[src/rtl/lpd_pkg.sv]
// Shared constants, types and state codes for the line position PID drive block.
package lpd_pkg;

  localparam int SENSOR_COUNT = 5;
  localparam int SUM_WIDTH    = 24;

  localparam int LINE_WEIGHT = 180;
  localparam int LINE_CENTER = 360;
  localparam int DRIVE_MAX   = 255;

  localparam int SAMPLE_W   = 10;
  localparam int GAIN_W     = 8;
  localparam int THRESH_W   = 10;
  localparam int DUTY_W     = 8;
  localparam int CFG_IDX_W  = 2;
  localparam int CFG_DATA_W = 10;

  localparam logic [CFG_IDX_W-1:0] REG_GAIN_P    = 2'd0;
  localparam logic [CFG_IDX_W-1:0] REG_GAIN_I    = 2'd1;
  localparam logic [CFG_IDX_W-1:0] REG_GAIN_D    = 2'd2;
  localparam logic [CFG_IDX_W-1:0] REG_THRESHOLD = 2'd3;

  localparam logic [GAIN_W-1:0]   GAIN_P_RESET    = 8'd2;
  localparam logic [GAIN_W-1:0]   GAIN_I_RESET    = 8'd0;
  localparam logic [GAIN_W-1:0]   GAIN_D_RESET    = 8'd1;
  localparam logic [THRESH_W-1:0] THRESHOLD_RESET = 10'd500;

  localparam int LANE_IDX_W = (SENSOR_COUNT > 1) ? $clog2(SENSOR_COUNT) : 1;
  localparam int POS_W      = $clog2(LINE_WEIGHT * (SENSOR_COUNT - 1) + 1);
  localparam int WSUM_W     = $clog2(LINE_WEIGHT * SENSOR_COUNT * (SENSOR_COUNT - 1) / 2 + 1);
  localparam int CNT_W      = $clog2(SENSOR_COUNT + 1);
  localparam int STEP_W     = $clog2(WSUM_W + 1);
  localparam int POS_VAL_W  = (POS_W > 9) ? POS_W : 9;
  localparam int ERR_W      = POS_VAL_W + 1;
  localparam int DER_W      = ERR_W + 1;
  localparam int PP_W       = ERR_W + GAIN_W + 1;
  localparam int PI_W       = SUM_WIDTH + GAIN_W + 1;
  localparam int PD_W       = DER_W + GAIN_W + 1;
  localparam int DRIVE_W    = SUM_WIDTH + GAIN_W + 3;

  localparam logic signed [SUM_WIDTH:0] SUM_MAX =
    (SUM_WIDTH + 1)'((64'sd1 <<< (SUM_WIDTH - 1)) - 64'sd1);
  localparam logic signed [SUM_WIDTH:0] SUM_MIN =
    (SUM_WIDTH + 1)'(-(64'sd1 <<< (SUM_WIDTH - 1)));

  typedef struct packed {
    logic [WSUM_W-1:0] weighted;
    logic [CNT_W-1:0]  count;
  } lpd_merge_t;

  typedef struct packed {
    logic              busy;
    logic [WSUM_W-1:0] quotient;
  } lpd_div_stat_t;

  typedef enum logic [2:0] {
    ST_IDLE,
    ST_START,
    ST_DIV,
    ST_ERR,
    ST_MUL,
    ST_DRIVE
  } lpd_state_t;

endpackage

[src/rtl/line_position_pid_drive_top.sv]
// Top level of the line position PID drive block: lanes, merge, divider and PID sequencer.
//
// The input channel (in_valid/in_ready) carries five raw sensor samples per item.
// The output channel (out_valid/out_ready) carries four motor duties and the held flag.
// Gains and the line threshold are written through cfg_write/cfg_index/cfg_data; the
// user must write them only while the block is idle, as the block does not enforce it;
// a write takes effect at the next clock edge. An item is taken only when the sequencer
// is idle, and the lanes are merged into a register at the accepting edge. After
// acceptance the sequencer starts the divider, waits while the bit-serial divider forms
// one quotient bit for each bit of the 11-bit weighted sum, then steps through error,
// multiply and drive before the result is loaded. The next item can be taken in the
// cycle after the result is loaded, not before.
// The result sits in an output register; a new item may be accepted while it waits.
// If the receiver stalls, the next result waits in the drive step until the previous
// one is taken, and the input channel then stays closed.
// Reset clears the integral, the previous error and the duties, restores the register
// defaults and drops out_valid.
module line_position_pid_drive_top (
  input  logic                             clk,
  input  logic                             rst,
  input  logic                             in_valid,
  output logic                             in_ready,
  input  logic [lpd_pkg::SAMPLE_W-1:0]     sample_0,
  input  logic [lpd_pkg::SAMPLE_W-1:0]     sample_1,
  input  logic [lpd_pkg::SAMPLE_W-1:0]     sample_2,
  input  logic [lpd_pkg::SAMPLE_W-1:0]     sample_3,
  input  logic [lpd_pkg::SAMPLE_W-1:0]     sample_4,
  output logic                             out_valid,
  input  logic                             out_ready,
  output logic [lpd_pkg::DUTY_W-1:0]       right_fwd,
  output logic [lpd_pkg::DUTY_W-1:0]       right_rev,
  output logic [lpd_pkg::DUTY_W-1:0]       left_fwd,
  output logic [lpd_pkg::DUTY_W-1:0]       left_rev,
  output logic                             held,
  input  logic                             cfg_write,
  input  logic [lpd_pkg::CFG_IDX_W-1:0]    cfg_index,
  input  logic [lpd_pkg::CFG_DATA_W-1:0]   cfg_data
);
  import lpd_pkg::*;

  lpd_state_t state, state_next;

  logic [GAIN_W-1:0]   gain_p;
  logic [GAIN_W-1:0]   gain_i;
  logic [GAIN_W-1:0]   gain_d;
  logic [THRESH_W-1:0] line_threshold;

  logic [SAMPLE_W-1:0]     sample [SENSOR_COUNT];
  logic [SENSOR_COUNT-1:0] lane_on;
  logic [POS_W-1:0]        lane_weight [SENSOR_COUNT];

  lpd_merge_t    merged;
  lpd_div_stat_t div_stat;

  logic in_fire;
  logic div_start;
  logic out_load;
  logic all_on;

  logic signed [SUM_WIDTH-1:0] error_sum;
  logic signed [ERR_W-1:0]     previous_error;
  logic signed [ERR_W-1:0]     err_q;
  logic signed [DER_W-1:0]     deriv_q;
  logic signed [PP_W-1:0]      prod_p;
  logic signed [PI_W-1:0]      prod_i;
  logic signed [PD_W-1:0]      prod_d;

  logic signed [ERR_W-1:0]     err_now;
  logic signed [SUM_WIDTH:0]   sum_wide;
  logic signed [SUM_WIDTH-1:0] sum_next;
  logic signed [DER_W-1:0]     deriv_next;
  logic signed [DRIVE_W-1:0]   drive_sum;
  logic signed [DUTY_W:0]      drive;
  logic signed [DUTY_W:0]      duty_low;
  logic signed [DUTY_W:0]      duty_neg;

  assign sample[0] = sample_0;
  assign sample[1] = sample_1;
  assign sample[2] = sample_2;
  assign sample[3] = sample_3;
  assign sample[4] = sample_4;

  for (genvar g = 0; g < SENSOR_COUNT; g++) begin : g_lane
    lpd_lane u_lane (
      .sample    (sample[g]),
      .threshold (line_threshold),
      .index     (LANE_IDX_W'(g)),
      .on        (lane_on[g]),
      .weight    (lane_weight[g])
    );
  end

  lpd_merge u_merge (
    .clk    (clk),
    .load   (in_fire),
    .on     (lane_on),
    .weight (lane_weight),
    .merged (merged)
  );

  lpd_div u_div (
    .clk     (clk),
    .rst     (rst),
    .start   (div_start),
    .operand (merged),
    .stat    (div_stat)
  );

  assign in_fire = in_valid & in_ready;
  assign all_on  = (merged.count == CNT_W'(SENSOR_COUNT));

  always_ff @(posedge clk) begin
    if (rst) begin
      state <= ST_IDLE;
    end else begin
      state <= state_next;
    end
  end

  always_comb begin
    state_next = state;
    in_ready   = 1'b0;
    div_start  = 1'b0;
    out_load   = 1'b0;
    unique case (state)
      ST_IDLE: begin
        in_ready = 1'b1;
        if (in_valid) begin
          state_next = ST_START;
        end
      end
      ST_START: begin
        div_start  = 1'b1;
        state_next = ST_DIV;
      end
      ST_DIV: begin
        if (!div_stat.busy) begin
          state_next = ST_ERR;
        end
      end
      ST_ERR: begin
        state_next = ST_MUL;
      end
      ST_MUL: begin
        state_next = ST_DRIVE;
      end
      ST_DRIVE: begin
        if (!out_valid || out_ready) begin
          out_load   = 1'b1;
          state_next = ST_IDLE;
        end
      end
    endcase
  end

  always_ff @(posedge clk) begin
    if (rst) begin
      gain_p         <= GAIN_P_RESET;
      gain_i         <= GAIN_I_RESET;
      gain_d         <= GAIN_D_RESET;
      line_threshold <= THRESHOLD_RESET;
    end else if (cfg_write) begin
      unique case (cfg_index)
        REG_GAIN_P:    gain_p         <= cfg_data[GAIN_W-1:0];
        REG_GAIN_I:    gain_i         <= cfg_data[GAIN_W-1:0];
        REG_GAIN_D:    gain_d         <= cfg_data[GAIN_W-1:0];
        REG_THRESHOLD: line_threshold <= cfg_data[THRESH_W-1:0];
      endcase
    end
  end

  always_comb begin
    err_now    = (merged.count == '0) ? '0 :
                 $signed({{(ERR_W - POS_W){1'b0}}, div_stat.quotient[POS_W-1:0]})
                 - ERR_W'(LINE_CENTER);
    sum_wide   = (SUM_WIDTH + 1)'(error_sum) + (SUM_WIDTH + 1)'(err_now);
    if (sum_wide > SUM_MAX) begin
      sum_next = SUM_MAX[SUM_WIDTH-1:0];
    end else if (sum_wide < SUM_MIN) begin
      sum_next = SUM_MIN[SUM_WIDTH-1:0];
    end else begin
      sum_next = sum_wide[SUM_WIDTH-1:0];
    end
    deriv_next = DER_W'(err_now) - DER_W'(previous_error);
  end

  always_comb begin
    drive_sum = DRIVE_W'(prod_p) - DRIVE_W'(prod_i) + DRIVE_W'(prod_d);
    if (drive_sum > DRIVE_W'(DRIVE_MAX)) begin
      drive = (DUTY_W + 1)'(DRIVE_MAX);
    end else if (drive_sum < -DRIVE_W'(DRIVE_MAX)) begin
      drive = -(DUTY_W + 1)'(DRIVE_MAX);
    end else begin
      drive = drive_sum[DUTY_W:0];
    end
    duty_low = (DUTY_W + 1)'(DRIVE_MAX) - drive;
    duty_neg = (DUTY_W + 1)'(DRIVE_MAX) + drive;
  end

  always_ff @(posedge clk) begin
    if (state == ST_ERR) begin
      err_q   <= err_now;
      deriv_q <= deriv_next;
    end
    if (state == ST_MUL) begin
      prod_p <= PP_W'(err_q * $signed({1'b0, gain_p}));
      prod_i <= PI_W'(error_sum * $signed({1'b0, gain_i}));
      prod_d <= PD_W'(deriv_q * $signed({1'b0, gain_d}));
    end
  end

  always_ff @(posedge clk) begin
    if (rst) begin
      error_sum      <= '0;
      previous_error <= '0;
      right_fwd      <= '0;
      right_rev      <= '0;
      left_fwd       <= '0;
      left_rev       <= '0;
      held           <= 1'b0;
      out_valid      <= 1'b0;
    end else begin
      if (state == ST_ERR) begin
        error_sum      <= sum_next;
        previous_error <= err_now;
      end
      if (out_load) begin
        out_valid <= 1'b1;
        held      <= all_on;
        if (!all_on) begin
          if (drive < 0) begin
            right_fwd <= duty_neg[DUTY_W-1:0];
            right_rev <= duty_low[DUTY_W-1:0] - DUTY_W'(DRIVE_MAX);
            left_fwd  <= DUTY_W'(DRIVE_MAX);
            left_rev  <= '0;
          end else begin
            left_fwd  <= duty_low[DUTY_W-1:0];
            left_rev  <= drive[DUTY_W-1:0];
            right_fwd <= DUTY_W'(DRIVE_MAX);
            right_rev <= '0;
          end
        end
      end else if (out_valid && out_ready) begin
        out_valid <= 1'b0;
      end
    end
  end

  a_div_only_in_div: assert property (@(posedge clk) disable iff (rst)
    div_stat.busy |-> state == ST_DIV)
    else $error("Divider busy outside the divide step.");

  a_accept_starts: assert property (@(posedge clk) disable iff (rst)
    in_fire |=> state == ST_START)
    else $error("Accepted item did not start the sequence.");

  a_load_shows: assert property (@(posedge clk) disable iff (rst)
    out_load |=> out_valid)
    else $error("Loaded result not presented.");

  a_duty_form: assert property (@(posedge clk) disable iff (rst)
    out_valid && !held |->
      (right_fwd == DUTY_W'(DRIVE_MAX) && right_rev == '0) ||
      (left_fwd == DUTY_W'(DRIVE_MAX) && left_rev == '0))
    else $error("Neither motor side is at full forward duty.");

endmodule

[src/rtl/lpd_lane.sv]
// One sensor lane: threshold compare and weighted contribution of a single sample.
module lpd_lane (
  input  logic [lpd_pkg::SAMPLE_W-1:0]   sample,
  input  logic [lpd_pkg::THRESH_W-1:0]   threshold,
  input  logic [lpd_pkg::LANE_IDX_W-1:0] index,
  output logic                           on,
  output logic [lpd_pkg::POS_W-1:0]      weight
);
  import lpd_pkg::*;

  assign on     = (sample >= threshold);
  assign weight = on ? POS_W'(int'(index) * LINE_WEIGHT) : '0;

endmodule

[src/rtl/lpd_merge.sv]
// Merging stage: adds the lane weights and counts the lanes that are on.
module lpd_merge (
  input  logic                         clk,
  input  logic                         load,
  input  logic [lpd_pkg::SENSOR_COUNT-1:0] on,
  input  logic [lpd_pkg::POS_W-1:0]    weight [lpd_pkg::SENSOR_COUNT],
  output lpd_pkg::lpd_merge_t          merged
);
  import lpd_pkg::*;

  lpd_merge_t merged_next;

  always_comb begin
    merged_next = '0;
    for (int i = 0; i < SENSOR_COUNT; i++) begin
      merged_next.weighted = merged_next.weighted + WSUM_W'(weight[i]);
      merged_next.count    = merged_next.count + CNT_W'(on[i]);
    end
  end

  always_ff @(posedge clk) begin
    if (load) begin
      merged <= merged_next;
    end
  end

endmodule

[src/rtl/lpd_div.sv]
// Restoring divider, one quotient bit per cycle: weighted sum over on-line count.
module lpd_div (
  input  logic                   clk,
  input  logic                   rst,
  input  logic                   start,
  input  lpd_pkg::lpd_merge_t    operand,
  output lpd_pkg::lpd_div_stat_t stat
);
  import lpd_pkg::*;

  logic [CNT_W-1:0]  rem;
  logic [WSUM_W-1:0] quo;
  logic [STEP_W-1:0] steps;
  logic [CNT_W:0]    shifted;
  logic [CNT_W:0]    diff;
  logic              fits;

  assign shifted = {rem, quo[WSUM_W-1]};
  assign fits    = (shifted >= {1'b0, operand.count});
  assign diff    = shifted - {1'b0, operand.count};

  always_ff @(posedge clk) begin
    if (rst) begin
      steps <= '0;
    end else if (start) begin
      steps <= STEP_W'(WSUM_W);
    end else if (steps != '0) begin
      steps <= steps - 1'b1;
    end
  end

  always_ff @(posedge clk) begin
    if (start) begin
      rem <= '0;
      quo <= operand.weighted;
    end else if (steps != '0) begin
      rem <= fits ? diff[CNT_W-1:0] : shifted[CNT_W-1:0];
      quo <= {quo[WSUM_W-2:0], fits};
    end
  end

  assign stat.busy     = (steps != '0);
  assign stat.quotient = quo;

endmodule
[config.mk]
export PLATFORM = sky130hd
export DESIGN_NAME = line_position_pid_drive_top
export DESIGN_NICKNAME = d
export VERILOG_FILES = /design/src/rtl/lpd_pkg.sv /design/src/rtl/line_position_pid_drive_top.sv /design/src/rtl/lpd_lane.sv /design/src/rtl/lpd_merge.sv /design/src/rtl/lpd_div.sv
export SDC_FILE = /design/constraint.sdc
export NUM_CORES = 2
export LEC_CHECK = 0
export BUFFER_PORTS_ARGS = -buffer_cell sky130_fd_sc_hd__buf_4
export CAP_MARGIN = 5
export CORE_MARGIN = 2
export CORE_UTILIZATION = 46
export CTS_BUF_LIST = sky130_fd_sc_hd__clkbuf_4
export DETAILED_ROUTE_END_ITERATION = 10
export HOLD_SLACK_MARGIN = 0.06
export PLACE_DENSITY_LB_ADDON = 0.2
export RECOVER_POWER = 50
export SKIP_CTS_REPAIR_TIMING = 1
export SLEW_MARGIN = 10
export SYNTH_ARGS = -nofsm -noshare
export SYNTH_HDL_FRONTEND = slang
export SYNTH_SLANG_ARGS = --single-unit
[constraint.sdc]
create_clock -name clk -period 7.4 [get_ports clk]
set_clock_uncertainty 0.1 [all_clocks]
set_input_delay 0.74 -clock clk [delete_from_list [all_inputs] [get_ports clk]]
set_output_delay 0.74 -clock clk [all_outputs]
set_load 0.1 [all_outputs]
# Word level (Yosys, flattened, before mapping)
# Index checks and enable logic that the tools add are counted.
# word_totals
input_bits	67
register_bits	235
# classes
mul	3
n_addsub	17
bitwise_logic	2
eq_ne	12
reduce_logical	16
magnitude_cmp	11
muxes	28
# op_table
op	count
greater-or-equal comparator 10 bit	5
2-to-1 mux 24 bit	2
2-to-1 mux 8 bit	5
adder 34 x 21 -> 35 bit	1
> comparator 35 x 9 -> 1 bit, second input constant	1
less-than comparator 35 x 9 -> 1 bit, second input constant	1
subtractor 20 x 33 -> 34 bit	1
multiplier 24 x 9 -> 33 bit	1
2-to-1 mux 11 bit	3
2-to-1 mux 9 bit	3
adder 24 x 11 -> 25 bit	1
> comparator 25 x 24 -> 1 bit, second input constant	1
less-than comparator 25 x 24 -> 1 bit, second input constant	1
adder 11 x 10 -> 11 bit	2
multiplier 12 x 9 -> 21 bit	1
multiplier 11 x 9 -> 20 bit	1
2-to-1 mux 10 bit	2
case mux 3 bit (6 select lines)	1
2-to-1 mux 3 bit	4
subtractor 11 x 11 -> 12 bit	1
subtractor 10 x 9 -> 11 bit, second input constant	1
adder 8 x 9 -> 10 bit	1
AND reduction 2 bit	5
adder 3 x 1 -> 3 bit	3
other kinds (27)	41

# Logic depth before layout (Yosys ltp)
# depth
depth_word	8
depth_mapped	23

# By module
# Synthesis repeated with hierarchy kept, for this count alone.
# hier_totals
hier_cells	3482
hier_area_um2	31178.7
# modules_own_cells
module	area_each_um2	instances	cells_each
line_position_pid_drive_top	25949.9	1	2923
lpd_lane	508.0	5	62
lpd_merge	1781.7	1	178
lpd_div	907.1	1	71

# Worst setup path before layout
# OpenSTA, ideal clock, no wires.
# synth_timing
path_type	reg2reg
from	reg gain_i[2]
to	reg prod_i[31], data pin
setup_ns	0.258
slack_ns	1.977
n_path_buf	1
period_less_slack_ns	5.423
stages_incl_launch_ff	22
arrival_ns	5.065
path_cell_list	dfxtp_1 > clkbuf_1 > nand2_1 > fa_1 > inv_1 > fa_1 > inv_1 > fa_1 > inv_1 > fa_1 > ha_1 > a21o_1 > a21oi_1 > o21ai_0 > a21oi_1 > nor2b_1 > a311o_1 > a41o_1 > a211oi_1 > o41ai_1 > a21oi_1 > xnor2_1
# synth_between
elab_chain_len	1
# synth_lines
item	line	rtl
start, declared	line_position_pid_drive_top.sv:44	logic [GAIN_W-1:0] gain_i;
start signal, assigned	line_position_pid_drive_top.sv:165	REG_GAIN_I: gain_i <= cfg_data[GAIN_W-1:0];
multiplier 24 x 9 -> 33 bit	line_position_pid_drive_top.sv:207	prod_i <= PI_W'(error_sum * $signed({1'b0, gain_i}));
end signal, assigned	line_position_pid_drive_top.sv:207	
end, declared	line_position_pid_drive_top.sv:65	logic signed [PI_W-1:0] prod_i;
# No other way between the ends.
# A chain may end at the register's enable or synchronous reset.

# Worst setup path in the final report
# Same ends and word-level chain as after synthesis.

==> run metrics <==
run status=complete, but fails checks; failing checks=capacitance limit, slew limit; clk buf depth=3; RSZ-0062 raised after global routing=false; CP Capture Type=flip-flop; total I/O pin count=102; Yosys reg bits=233; DIE WIDTH=251.3 um; IO Port Bufs=101; Fillers=5,676; DRT Pass-1 Iters=6; Mapped Cells=3,089; final setup violation count=0; RR Endpoint=prod_i[31]$_DFFE_PP_; register area share after synthesis=20.84%; EDFF count, synth=120; Max-Cap Viols=4; Post-DRT Antenna Nets=0; Max Slew Vio Count=192; largest net degree at the start of global routing=75; Psw=0.002228 W; detailed-route via count=21,110; Setup TNS=0 ps; die area=63,170 um2; hold path depth=3; Total GRT Usage=21.89%; fin crit period=6123 ps; busiest grt layer=met2; ys async rst share=0%; DRC Markers=0; R2R Setup Slk=1280 ps; GR Overflow Total=0; Final Cycle Share=82.75%; dominant cell type by area after synthesis=fa_1; Primary FF master, synth=edfxtp_1; Place WS=1277 ps; H-tree Lvls=3; met2 GRT Util=36.88%; Clock Latency Late Sink=780 ps; Final Hold Fails=0; initial antenna violation count=5; Max stage delay on crit path=890 ps; clock network power share=24.1%; top-count cell post-synth=inv_1; Root Driver=clkbuf_4; Yosys warning total=0; cell mode on critical path=a21oi_1; global-route wire length before repair=111,100 um; required time worst endpoint=7780 ps; Mapped Area=28,140 um2; P_int=0.003131 W; DR WL/cell=16.64 um; switch share=41.58%; Via density=5.249; CP Max Fanout=25; Crit. Startpoint=gain_i[2]$_SDFFE_PP0P_; row count=90; Post-synth top cells=inv_1, fa_1, ha_1; Die Span Y=251.3 um; Worst Min Path Start=cfg_data[8]; share of layout cells above drive strength 1=7.258%; CP Data Arrival Time=6500 ps; combinational fraction of design power=44.1%; Multi-input gate area=19,830 um2; crit path launch type=flip-flop; reg-to-reg startpoint=gain_i[2]$_SDFFE_PP0P_; fmax=163.3 MHz; critical path type=flip-flop to flip-flop; met3 Use GR=4.028%; Rel. slew slack=-172.3%; WL final=66,920 um; CTS tree=built; synth top area cells=fa_1, edfxtp_1, ha_1, dfxtp_1, inv_1; syn nets=3,785; Starting Density=46.54%; placed cell count=3,892; Reg2Reg Depth=20; Flop pwr share=31.8%; critical path's slowest cell=dfxtp_1; Synth top area share=24.26%; Final HPWL DP=54,380 um; Reg area=5866 um2; grt met1 use=28.25%; critical path, cell by cell=nand2_1 -> fa_1 -> fa_1 -> inv_1 -> ha_1 -> inv_1 -> fa_1 -> inv_1 -> ha_1 -> a21o_1 -> a21oi_1 -> o21ai_0 -> a21oi_1 -> a21oi_1 -> a311o_1 -> a41o_1 -> a211oi_1 -> o41ai_1 -> a21oi_1 -> xnor2_1; CTS Buf Count=70; Core Area=60,470 um2; Placed Area=29,630 um2; HP Class=primary input to flip-flop; Leak Pwr=15.18 nW; CP top delay family=compound AO/OA/AOI/OAI gates; area delta synth->final=8.181%; # nets final=3,878; number of buffers and inverters on the critical path=3; non-filler instance count after layout=4,022; PwrDens=176.0 nW/um2; clock sinks=233; Reg clk slew, reported paths=60 ps; Iter 0 DRT Violations=1,306; worst vdd ir=189.0 uV; setup ws final=1277 ps; library cells used by synthesis=84; number of global-route vias before repair=22,090; Worst-Margin Slew=4085 ps; Placer Congestion=0.8655; syn avg cell area=9.110 um2; Final Cell Area=30,440 um2; WHS Endpoint=line_threshold[8]$_SDFFE_PP1P_
## area by class of cell
cell class	instances	share of cell area, %
clock buffers	95	2.343
repair buffers	110	2.392
multi-input cells	2202	65.14
inverters	565	6.966
flip-flops and latches	233	19.27
diodes	2	0.01644
clock inverters	33	0.6617
well taps	782	3.214
## power groups by stage
stage | Clock (W) | Combinational (W) | Sequential (W)
4_1_cts | 0.00134 | 0.00237 | 0.00170
5_1_grt | 0.00139 | 0.00267 | 0.00173
3_3_place_gp | 0 | 0.00229 | 0.00173
2_1_floorplan | 0 | 0.00173 | 0.00167
6_report | 0.00129 | 0.00236 | 0.00171
3_5_place_dp | 0 | 0.00236 | 0.00173
## how the worst max path moves through the flow
stage / end / slack [ps] / depth (start not counted)
floorplan: prod_i[31]$_DFFE_PP_ / 1980 / 21
global placement: prod_i[31]$_DFFE_PP_ / 1430 / 20
detailed placement: prod_i[22]$_DFFE_PP_ / 1280 / 19
CTS: prod_i[22]$_DFFE_PP_ / 1280 / 19
global route: prod_i[22]$_DFFE_PP_ / 830 / 19
finish: prod_i[31]$_DFFE_PP_ / 1280 / 20
## metrics by stage
step / hold slack [ps] / utilization [%] / total power [W]
floorplan: 336.3 / - / 0.003401
global placement: 341.7 / 49.00 / 0.004015
detailed placement: 348.1 / 49.00 / 0.004092
CTS: 51.77 / 50.51 / 0.005416
global route: 76.34 / 50.34 / 0.005794
finish: 119.9 / 50.34 / 0.005359
## layout by cell type, fill, tap and decap left out, types with 96 or more instances in the layout
cell,netlist,layout
inv_1,564,564
dfxtp_1,113,113
nand2_1,283,283
o21ai_0,96,96
fa_1,341,341
edfxtp_1,120,120
nor2_1,156,155
ha_1,288,288
and2_1,247,238
a21oi_1,159,159
## worst min-delay path, cell delays in order
cell,delay [ps]
buf_4,80
nand2_1,40
o211ai_1,80
## logic make-up after synthesis
group / Yosys count / share of synthesized area, %
buffers and inverters: 654 / 8.772
flip-flops: 233 / 20.84
AND/OR/NAND/NOR: 882 / 15.66
adder cells (fa/ha/maj): 629 / 37.06
XOR/XNOR: 124 / 3.859
multiplexers: 34 / 1.245
AO/OA/AOI/OAI: 533 / 12.56
## flip-flops by register name (all words and copies together), names as in the netlist, 10 cells and up
signal and cells:
prod_i 33, prod_p 20, err_q 11, line_threshold 10, u_div.quo 11, deriv_q 12
error_sum 24, u_merge.merged 12, previous_error 11, prod_d 21
## per-layer routing
metal	wire (um)	up-vias
li1	-	10270
met5	0	-
met1	29840	10250
met2	31660	474
met4	2096	0
met3	3319	117
Power figures use the tool's default switching activity.
